===== src/sv/i2cm_pkg.sv =====
// Package: types, phase codes and constants for the I2C master engine.
`timescale 1ns / 1ps
package i2cm_pkg;

    localparam int RECOVERY_PULSES_DEF     = 9;
    localparam int RECOVERY_HALF_TICKS_DEF = 5;
    localparam logic [9:0]  HALF_PERIOD_RST     = 10'd5;
    localparam logic [15:0] STRETCH_TIMEOUT_RST = 16'd1000;

    localparam logic [0:0] REG_HALF_PERIOD     = 1'b0;
    localparam logic [0:0] REG_STRETCH_TIMEOUT = 1'b1;

    localparam logic [2:0] OP_WRITE   = 3'd1;
    localparam logic [2:0] OP_READ    = 3'd2;
    localparam logic [2:0] OP_REG_WR  = 3'd3;
    localparam logic [2:0] OP_REG_RD  = 3'd4;
    localparam logic [2:0] OP_RECOVER = 3'd5;

    typedef enum logic [4:0] {
        PH_IDLE, PH_S_REL, PH_S_STR, PH_S_SDA, PH_S_SCL,
        PH_B_SDA, PH_B_REL, PH_B_STR, PH_B_END,
        PH_P_SDA, PH_P_REL, PH_P_STR, PH_P_SDAREL, PH_FIN,
        PH_R_REL, PH_R_LOW, PH_R_HIGH, PH_R_CHK, PH_R_P2, PH_R_P3
    } t_phase;

    typedef enum logic [2:0] {
        SEG_ADDR, SEG_REGHI, SEG_REGLO, SEG_TX, SEG_ADDR_RD, SEG_RX
    } t_seg;

    typedef struct packed {
        logic [2:0]  op;
        logic [7:0]  dev_addr;
        logic [15:0] reg_addr;
        logic        reg_wide;
        logic [15:0] length;
        logic [7:0]  tx_byte;
        logic        scl_level;
        logic        sda_level;
    } t_in_item;

    typedef struct packed {
        logic        scl_pull_low;
        logic        sda_pull_low;
        logic        tx_taken;
        logic        rx_valid;
        logic [7:0]  rx_byte;
        logic        done_res;
        logic        failed;
        logic        busy_res;
    } t_out_item;

endpackage


===== src/sv/i2cm_core.sv =====
// Sequencer core: one tick of the I2C master state held in registers.
`timescale 1ns / 1ps
module i2cm_core
    import i2cm_pkg::*;
#(
    parameter int RECOVERY_PULSES     = RECOVERY_PULSES_DEF,
    parameter int RECOVERY_HALF_TICKS = RECOVERY_HALF_TICKS_DEF
) (
    input  logic        i_clk,
    input  logic        i_rst_n,
    input  logic        i_step,
    input  t_in_item    i_item,
    input  logic [9:0]  i_half_period,
    input  logic [15:0] i_stretch_timeout,
    output t_out_item   o_item
);
    localparam logic [3:0] RecPulses = 4'(RECOVERY_PULSES);
    localparam logic [9:0] RecHalf   = 10'(RECOVERY_HALF_TICKS);

    t_phase      r_phase, n_phase;
    t_seg        r_seg, n_seg;
    logic [3:0]  r_bit, n_bit;
    logic [15:0] r_bytes, n_bytes;
    logic [7:0]  r_shift, n_shift;
    logic [9:0]  r_wait, n_wait;
    logic [15:0] r_str, n_str;
    logic [2:0]  r_cmd, n_cmd;
    logic [7:0]  r_addr, n_addr;
    logic [15:0] r_reg, n_reg;
    logic        r_wide, n_wide;
    logic [15:0] r_len, n_len;
    logic        r_err, n_err;
    logic [3:0]  r_pulse, n_pulse;
    logic        r_scl, n_scl, r_sda, n_sda;
    t_out_item   res;

    always_ff @(posedge i_clk) begin
        if (!i_rst_n) begin
            r_phase <= PH_IDLE; r_seg <= SEG_ADDR; r_bit <= '0; r_bytes <= '0;
            r_shift <= '0; r_wait <= '0; r_str <= '0; r_cmd <= '0; r_addr <= '0;
            r_reg <= '0; r_wide <= 1'b0; r_len <= '0; r_err <= 1'b0;
            r_pulse <= '0; r_scl <= 1'b0; r_sda <= 1'b0;
        end else if (i_step) begin
            r_phase <= n_phase; r_seg <= n_seg; r_bit <= n_bit; r_bytes <= n_bytes;
            r_shift <= n_shift; r_wait <= n_wait; r_str <= n_str; r_cmd <= n_cmd;
            r_addr <= n_addr; r_reg <= n_reg; r_wide <= n_wide; r_len <= n_len;
            r_err <= n_err; r_pulse <= n_pulse; r_scl <= n_scl; r_sda <= n_sda;
        end
    end

    always_comb begin
        logic        rx;
        logic [15:0] str_inc;
        logic        do_load;
        logic [7:0]  load_val;
        logic        nd;
        logic [16:0] bytes_p1;
        n_phase = r_phase; n_seg = r_seg; n_bit = r_bit; n_bytes = r_bytes;
        n_shift = r_shift; n_wait = r_wait; n_str = r_str; n_cmd = r_cmd;
        n_addr = r_addr; n_reg = r_reg; n_wide = r_wide; n_len = r_len;
        n_err = r_err; n_pulse = r_pulse; n_scl = r_scl; n_sda = r_sda;
        res = '0;
        do_load = 1'b0; load_val = '0; nd = 1'b0;

        // accept a command in idle
        if (r_phase == PH_IDLE && i_item.op >= OP_WRITE && i_item.op <= OP_RECOVER) begin
            n_cmd = i_item.op; n_addr = i_item.dev_addr; n_reg = i_item.reg_addr;
            n_wide = i_item.reg_wide; n_len = i_item.length;
            n_bytes = '0; n_err = 1'b0; n_wait = '0; n_str = '0; n_pulse = '0;
            n_bit = '0;
            n_seg = (i_item.op == OP_READ) ? SEG_ADDR_RD : SEG_ADDR;
            n_phase = (i_item.op == OP_RECOVER) ? PH_R_REL : PH_S_REL;
        end

        rx = (n_seg == SEG_RX);
        str_inc = n_str + 16'd1;
        bytes_p1 = {1'b0, n_bytes} + 17'd1;

        if (n_phase != PH_IDLE) begin
            if (n_wait != '0) begin
                n_wait = n_wait - 10'd1;
            end else begin
                unique case (n_phase)
                    PH_S_REL: begin
                        n_sda = 1'b0; n_scl = 1'b0; n_str = '0; n_phase = PH_S_STR;
                    end
                    PH_S_STR, PH_B_STR: begin
                        if (i_item.scl_level) begin
                            n_str = '0; n_wait = i_half_period;
                            n_phase = (n_phase == PH_S_STR) ? PH_S_SDA : PH_B_END;
                        end else begin
                            n_str = str_inc;
                            if (str_inc == '0 || str_inc >= i_stretch_timeout) begin
                                n_err = 1'b1; n_str = '0; n_phase = PH_P_SDA;
                            end
                        end
                    end
                    PH_S_SDA: begin
                        n_sda = 1'b1; n_wait = i_half_period; n_phase = PH_S_SCL;
                    end
                    PH_S_SCL: begin
                        n_scl = 1'b1; do_load = 1'b1;
                        load_val = (n_seg == SEG_ADDR_RD) ? (n_addr | 8'h01) : n_addr;
                    end
                    PH_B_SDA: begin
                        if (n_bit < 4'd8) n_sda = rx ? 1'b0 : ~n_shift[7];
                        else n_sda = rx ? (bytes_p1 < {1'b0, n_len}) : 1'b0;
                        n_wait = i_half_period; n_phase = PH_B_REL;
                    end
                    PH_B_REL, PH_P_REL: begin
                        n_scl = 1'b0; n_str = '0;
                        n_phase = (n_phase == PH_B_REL) ? PH_B_STR : PH_P_STR;
                    end
                    PH_B_END: begin
                        n_scl = 1'b1;
                        if (n_bit < 4'd8) begin
                            n_shift = {n_shift[6:0], rx & i_item.sda_level};
                            n_bit = n_bit + 4'd1; n_phase = PH_B_SDA;
                        end else if (rx) begin
                            res.rx_valid = 1'b1; res.rx_byte = n_shift;
                            n_bytes = bytes_p1[15:0]; nd = 1'b1;
                        end else if (i_item.sda_level) begin
                            n_err = 1'b1; n_str = '0; n_phase = PH_P_SDA;
                        end else begin
                            case (n_seg)
                                SEG_ADDR: begin
                                    if (n_cmd == OP_WRITE) begin
                                        n_seg = SEG_TX; nd = 1'b1;
                                    end else if (n_wide) begin
                                        n_seg = SEG_REGHI; do_load = 1'b1;
                                        load_val = n_reg[15:8];
                                    end else begin
                                        n_seg = SEG_REGLO; do_load = 1'b1;
                                        load_val = n_reg[7:0];
                                    end
                                end
                                SEG_REGHI: begin
                                    n_seg = SEG_REGLO; do_load = 1'b1;
                                    load_val = n_reg[7:0];
                                end
                                SEG_REGLO: begin
                                    if (n_cmd == OP_REG_RD) begin
                                        n_seg = SEG_ADDR_RD; n_phase = PH_S_REL;
                                    end else begin
                                        n_seg = SEG_TX; nd = 1'b1;
                                    end
                                end
                                SEG_TX: begin
                                    n_bytes = bytes_p1[15:0]; nd = 1'b1;
                                end
                                default: begin
                                    n_seg = SEG_RX; nd = 1'b1;
                                end
                            endcase
                        end
                    end
                    PH_P_SDA: begin
                        n_sda = 1'b1; n_wait = i_half_period; n_phase = PH_P_REL;
                    end
                    PH_P_STR: begin
                        n_str = str_inc;
                        if (i_item.scl_level || str_inc == '0 ||
                            str_inc >= i_stretch_timeout) begin
                            n_str = '0; n_wait = i_half_period; n_phase = PH_P_SDAREL;
                        end
                    end
                    PH_P_SDAREL: begin
                        n_sda = 1'b0; n_wait = i_half_period; n_phase = PH_FIN;
                    end
                    PH_FIN: begin
                        res.done_res = 1'b1; res.failed = n_err; n_phase = PH_IDLE;
                    end
                    PH_R_REL: begin
                        n_sda = 1'b0; n_phase = PH_R_LOW;
                    end
                    PH_R_LOW: begin
                        n_scl = 1'b1; n_wait = RecHalf; n_phase = PH_R_HIGH;
                    end
                    PH_R_HIGH: begin
                        n_scl = 1'b0; n_wait = RecHalf; n_phase = PH_R_CHK;
                    end
                    PH_R_CHK: begin
                        n_pulse = n_pulse + 4'd1;
                        if (i_item.sda_level || n_pulse >= RecPulses) begin
                            n_sda = 1'b1; n_phase = PH_R_P2;
                        end else begin
                            n_scl = 1'b1; n_phase = PH_R_HIGH;
                        end
                        n_wait = RecHalf;
                    end
                    PH_R_P2: begin
                        n_scl = 1'b0; n_wait = RecHalf; n_phase = PH_R_P3;
                    end
                    PH_R_P3: begin
                        n_sda = 1'b0; n_wait = RecHalf; n_phase = PH_FIN;
                    end
                    default: n_phase = PH_IDLE;
                endcase
                // next data byte or stop
                if (nd) begin
                    if (n_bytes >= n_len) begin
                        n_phase = PH_P_SDA;
                    end else if (n_seg == SEG_TX) begin
                        do_load = 1'b1; load_val = i_item.tx_byte; res.tx_taken = 1'b1;
                    end else begin
                        do_load = 1'b1; load_val = '0;
                    end
                end
                if (do_load) begin
                    n_shift = load_val; n_bit = '0; n_phase = PH_B_SDA;
                end
            end
        end
        res.scl_pull_low = n_scl;
        res.sda_pull_low = n_sda;
        res.busy_res = (n_phase != PH_IDLE);
    end

    assign o_item = res;
endmodule


===== src/sv/i2c_master_transaction_engine.sv =====
// Top level: I2C master engine with item handshakes and config registers.
`timescale 1ns / 1ps
// Usage:
//   Each input item is one timing tick: a command code (0 = tick only),
//   command operands, the next tx byte and the sampled SCL/SDA levels.
//   Each accepted item yields exactly one result item: line drives,
//   tx_taken / rx_valid / done pulses and busy.
// Channels: valid/ready on both sides. The sequencer state and the result
//   register advance together at the accepting edge; the result appears
//   in the cycle after acceptance.
// Throughput: one item per cycle while results are taken. The single
//   result register is the only buffer: a new item is accepted whenever
//   the result register is empty or is being taken in the same cycle.
// Receiver stall: the result holds, ready drops, the sequencer holds.
// Configuration: i_cfg_we writes half_period (index 0) or stretch_timeout
//   (index 1) at once; the index is a single bit.
// Reset: synchronous, active low; bus released, phase idle, config to
//   defaults (5 and 1000), no result pending.
module i2c_master_transaction_engine
    import i2cm_pkg::*;
#(
    parameter int RECOVERY_PULSES     = RECOVERY_PULSES_DEF,
    parameter int RECOVERY_HALF_TICKS = RECOVERY_HALF_TICKS_DEF
) (
    input  logic        i_clk,
    input  logic        i_rst_n,
    input  logic        i_valid,
    output logic        o_ready,
    input  t_in_item    i_data,
    output logic        o_valid,
    input  logic        i_ready,
    output t_out_item   o_data,
    input  logic        i_cfg_we,
    input  logic        i_cfg_index,
    input  logic [15:0] i_cfg_wdata
);
    logic        r_valid;
    t_out_item   r_data;
    logic [9:0]  r_half;
    logic [15:0] r_tout;
    logic        step;
    t_out_item   core_res;

    // accept when the result slot is free or drains this cycle
    assign o_ready = !r_valid || i_ready;
    assign step    = i_valid && o_ready;

    always_ff @(posedge i_clk) begin
        if (!i_rst_n) begin
            r_half <= HALF_PERIOD_RST;
            r_tout <= STRETCH_TIMEOUT_RST;
        end else if (i_cfg_we) begin
            unique case (i_cfg_index)
                REG_HALF_PERIOD:     r_half <= i_cfg_wdata[9:0];
                REG_STRETCH_TIMEOUT: r_tout <= i_cfg_wdata;
                default: ;
            endcase
        end
    end

    i2cm_core #(
        .RECOVERY_PULSES    (RECOVERY_PULSES),
        .RECOVERY_HALF_TICKS(RECOVERY_HALF_TICKS)
    ) u_core (
        .i_clk            (i_clk),
        .i_rst_n          (i_rst_n),
        .i_step           (step),
        .i_item           (i_data),
        .i_half_period    (r_half),
        .i_stretch_timeout(r_tout),
        .o_item           (core_res)
    );

    always_ff @(posedge i_clk) begin
        if (!i_rst_n) begin
            r_valid <= 1'b0;
        end else if (step) begin
            r_valid <= 1'b1;
        end else if (i_ready) begin
            r_valid <= 1'b0;
        end
    end

    // hold payload until taken
    always_ff @(posedge i_clk) begin
        if (step) begin
            r_data <= core_res;
        end
    end

    assign o_valid = r_valid;
    assign o_data  = r_data;
endmodule


===== config.mk =====
export PLATFORM = sky130hd
export DESIGN_NAME = i2c_master_transaction_engine
export DESIGN_NICKNAME = d
export VERILOG_FILES = /design/src/sv/i2cm_pkg.sv /design/src/sv/i2cm_core.sv /design/src/sv/i2c_master_transaction_engine.sv
export SDC_FILE = /design/constraint.sdc
export NUM_CORES = 1
export LEC_CHECK = 0
export BUFFER_PORTS_ARGS = -buffer_cell sky130_fd_sc_hd__buf_2
export CORE_MARGIN = 2
export CORE_UTILIZATION = 55
export DETAILED_ROUTE_END_ITERATION = 10
export PLACE_DENSITY = 0.79
export SETUP_SLACK_MARGIN = 0.5
export SLEW_MARGIN = 20
export SYNTH_ARGS = -nofsm -noshare
export SYNTH_HDL_FRONTEND = slang
export SYNTH_SLANG_ARGS = --single-unit

===== constraint.sdc =====
create_clock -name i_clk -period 8 [get_ports i_clk]
set_input_delay 1.6 -clock i_clk [delete_from_list [all_inputs] [get_ports i_clk]]
set_output_delay 1.6 -clock i_clk [all_outputs]
set_load 0.1 [all_outputs]

==> impl_metrics.toml <==
[outcome]
status = "complete, no violations"

[routing]
drc_errors = 0
antenna_left = 0
first_iter_violations = 1038
wl_um = 28600
drt-pass1-iter-count = 7
via_per_inst = 6.22
drt-wirelength-per-cell_um = 17.4
via_count = 10227

[finish]
multiInputGateArea_um2 = 6570
fin_nets = 1526
regArea_um2 = 3250
drive_gt1_frac = 0.123
fill_cells = 1683
areaGrowthSynthToFinish_pct = 10.9
final_core_util = 0.616
layoutNonFillerInstCount = 1644
diodes = 0

[sta]
drv_slew = 0
period_minus_slack_ns = 6.93
tns_ns = 0
worstMarginPinSlew_ns = 0.971
setup_viol = 0
hold_viol_final = 0
fmax_mhz = 144
max_slew_margin = 0.348
period_share = 0.867
rsz0062_at_grt = "false"
skew_ns = 0.00826

[clock_network]
hold_buffers = 0
cts.clk_slew.worst_paths_ns = 0.07
cts_tree = "yes"
postCtsSetupBuffers = 0
cts_max_path_buffers = 2
clk_latency_ns = 0.43
htree_num_levels = 4
clock_sinks = 155
cts_resized = 0
root_buffer = "clkbuf_16"
numCtsBuffers = 17

[grt]
grt_pass1_wl_um = 46900
grtUsageTotal = 0.289
grt_overflow = 0
grt_pass1_vias = 9178
grt_max_degree = 83
grt_antenna_before_repair = 0

[worst_setup_path]
timing.rr.end = "u_core.r_shift[3]"
crit-reg2reg-launch = "u_core.r_phase[1]"
worstPathArrival_ns = 7.26
critPathLaunchType = "input pin"
slowest_delay_ns = 0.66
crit_start = "i_data[52]"
slowest_stage = "a2111oi_4"
endpoint_kind = "flop"
cp_cell_sequence = "buf_2 -> or3_1 -> nand3_2 -> and2_1 -> ha_1 -> and3_1 -> and3_1 -> nand4_1 -> nor3_1 -> and4_1 -> nand2_1 -> xor2_1 -> ha_1 -> a21oi_1 -> nand2_1 -> a221oi_1 -> o21ai_0 -> a2111oi_4 -> nor2b_1 -> a21oi_4 -> nor2_1 -> a211oi_1"
required_ns = 8.33
crit_type = "in2reg"
rr_worst_depth = 21
cp_max_fo = 16
rrSetupSlack_ns = 1.63

[placement]
dp_hpwl_um = 19900
place.gp.congestion = 1.02
place_inst = 1611
io_buffers = 92

[yosys]
yosys.area_share.adder = 0.0645
synthTopCellsByArea = "dfxtp_1 (27%), nand2_1 (9.3%), a21oi_1 (6.9%)"
synthFlopType = "dfxtp_1"
synth_top_cell_by_area = "dfxtp_1"
muxShareOfSynthArea = 0.0353
yosysMostFrequentCell = "nand2_1"
synth_simple_gate_area_frac = 0.254
synth_top_family_by_area = "simple AND/OR/NAND/NOR gates"
ys_async_sr_fraction = 0
syn_area_um2 = 10300
synth_top_area_share = 0.273
synth_edf_count = 15
syn_avg_cell_area_um2 = 7.58
ys_ff_latch = 155
syn_nets = 1486
synthXorXnorAreaFrac = 0.0417
postSynthCellCount = 1357
synth_compound_area_frac = 0.242
synth_cell_types = 86
ys_warn_count = 0
synth.yosys.seq_area_share = 0.316
synth_commonest_cells = "nand2_1 (255), a21oi_1 (141), dfxtp_1 (140)"

[floorplan]
die_height_um = 141
initial_core_util = 0.555
ios = 93
core_region_area_um2 = 18500
die_area_um2 = 19800
rows = 50
die_x_um = 141

[pwr]
vdd_ir_drop_max_uv = 171
finalPower_mw = 3.61
power.leakage_nw = 4.47
power_density_nw_per_um2 = 317

[min_path]
hold_class = "reg2reg"
min_from = "u_core.r_len[8]"
min_to = "u_core.r_len[8]"
hold_path_depth = 2

[flow_run]
maxCapViolCount = 0
-- routing by layer --
metal,GRT usage,wire [um]
met1,0.412,13000
met2,0.443,12600
met3,0.0520,2240
met4,0.0947,761
met5,0,0
-- cell families after synthesis --
group                      after synthesis
AOI/OAI and AO/OA                      376
xor gates and xnor gates                49
adders and majority gates               53
buffers and inverters                  118
DFF                                    155
muxes                                   36
and+or+nand+nor                        570
-- report_power, final --
group	switching (mW)	internal, mW	total [mW]
logic	1.27	0.610	1.88
clock network	0.353	0.421	0.774
registers	0.0810	0.880	0.961
-- cell type report --
cell class	count	area share
Tap cell	234	0.0257
Sequential cell	155	0.285
Multi-Input combinational cell	1084	0.576
Clock buffer	18	0.0395
Clock inverter	14	0.00922
Inverter	28	0.00933
Timing Repair Buffer	111	0.0551
-- placed cells by master, fill, tap and decap left out, types with 9 or more instances in the layout --
cell type / count
o32ai_1: 9
clkbuf_16: 18
o31ai_1: 9
ha_1: 53
nand2_1: 255
and3_1: 15
inv_1: 27
xnor2_1: 25
o21ai_0: 62
edfxtp_1: 15
mux2i_1: 34
a211oi_1: 21
dfxtp_1: 140
a21oi_1: 141
and2_1: 24
buf_2: 92
nand3_1: 39
buf_4: 17
a31oi_1: 19
nor2b_1: 9
a22o_1: 10
nor3_1: 23
nor2_1: 126
nand4_1: 17
xor2_1: 24
o211ai_1: 14
-- critical path, delay by kind of cell --
family,cells,cell delay (ns)
buf+inv,1,0.17
compound gates,6,1.96
simple gates,12,2.78
xor+xnor,1,0.16
fa+ha+maj,2,0.57
-- worst max path at each step --
stage                                   end  slack (ns)  depth (start not counted)
after floorplan           u_core.r_shift[0]        0.91                         26
after global placement    u_core.r_shift[1]        1.09                         22
after detailed placement  u_core.r_shift[1]        0.85                         22
after global routing      u_core.r_shift[1]        0.69                         22
final                     u_core.r_shift[3]        1.07                         22
after CTS                 u_core.r_shift[3]        1.17                         22
-- per-stage QoR --
| stage | hold slack, ns | cell area [um2] | setup WS [ns] |
|---|---|---|---|
| 6_report | 0.454 | 11400 | 1.07 |
| 5_1_grt | 0.468 | 11400 | 0.691 |
| 4_1_cts | 0.455 | 11400 | 1.17 |
| 3_5_place_dp | 0.446 | 10800 | 0.852 |
| 3_3_place_gp | 0.441 | 10800 | 1.09 |
| 2_1_floorplan | 0.433 | 10300 | 0.905 |
No activity file was read; power rests on OpenSTA's default activity.
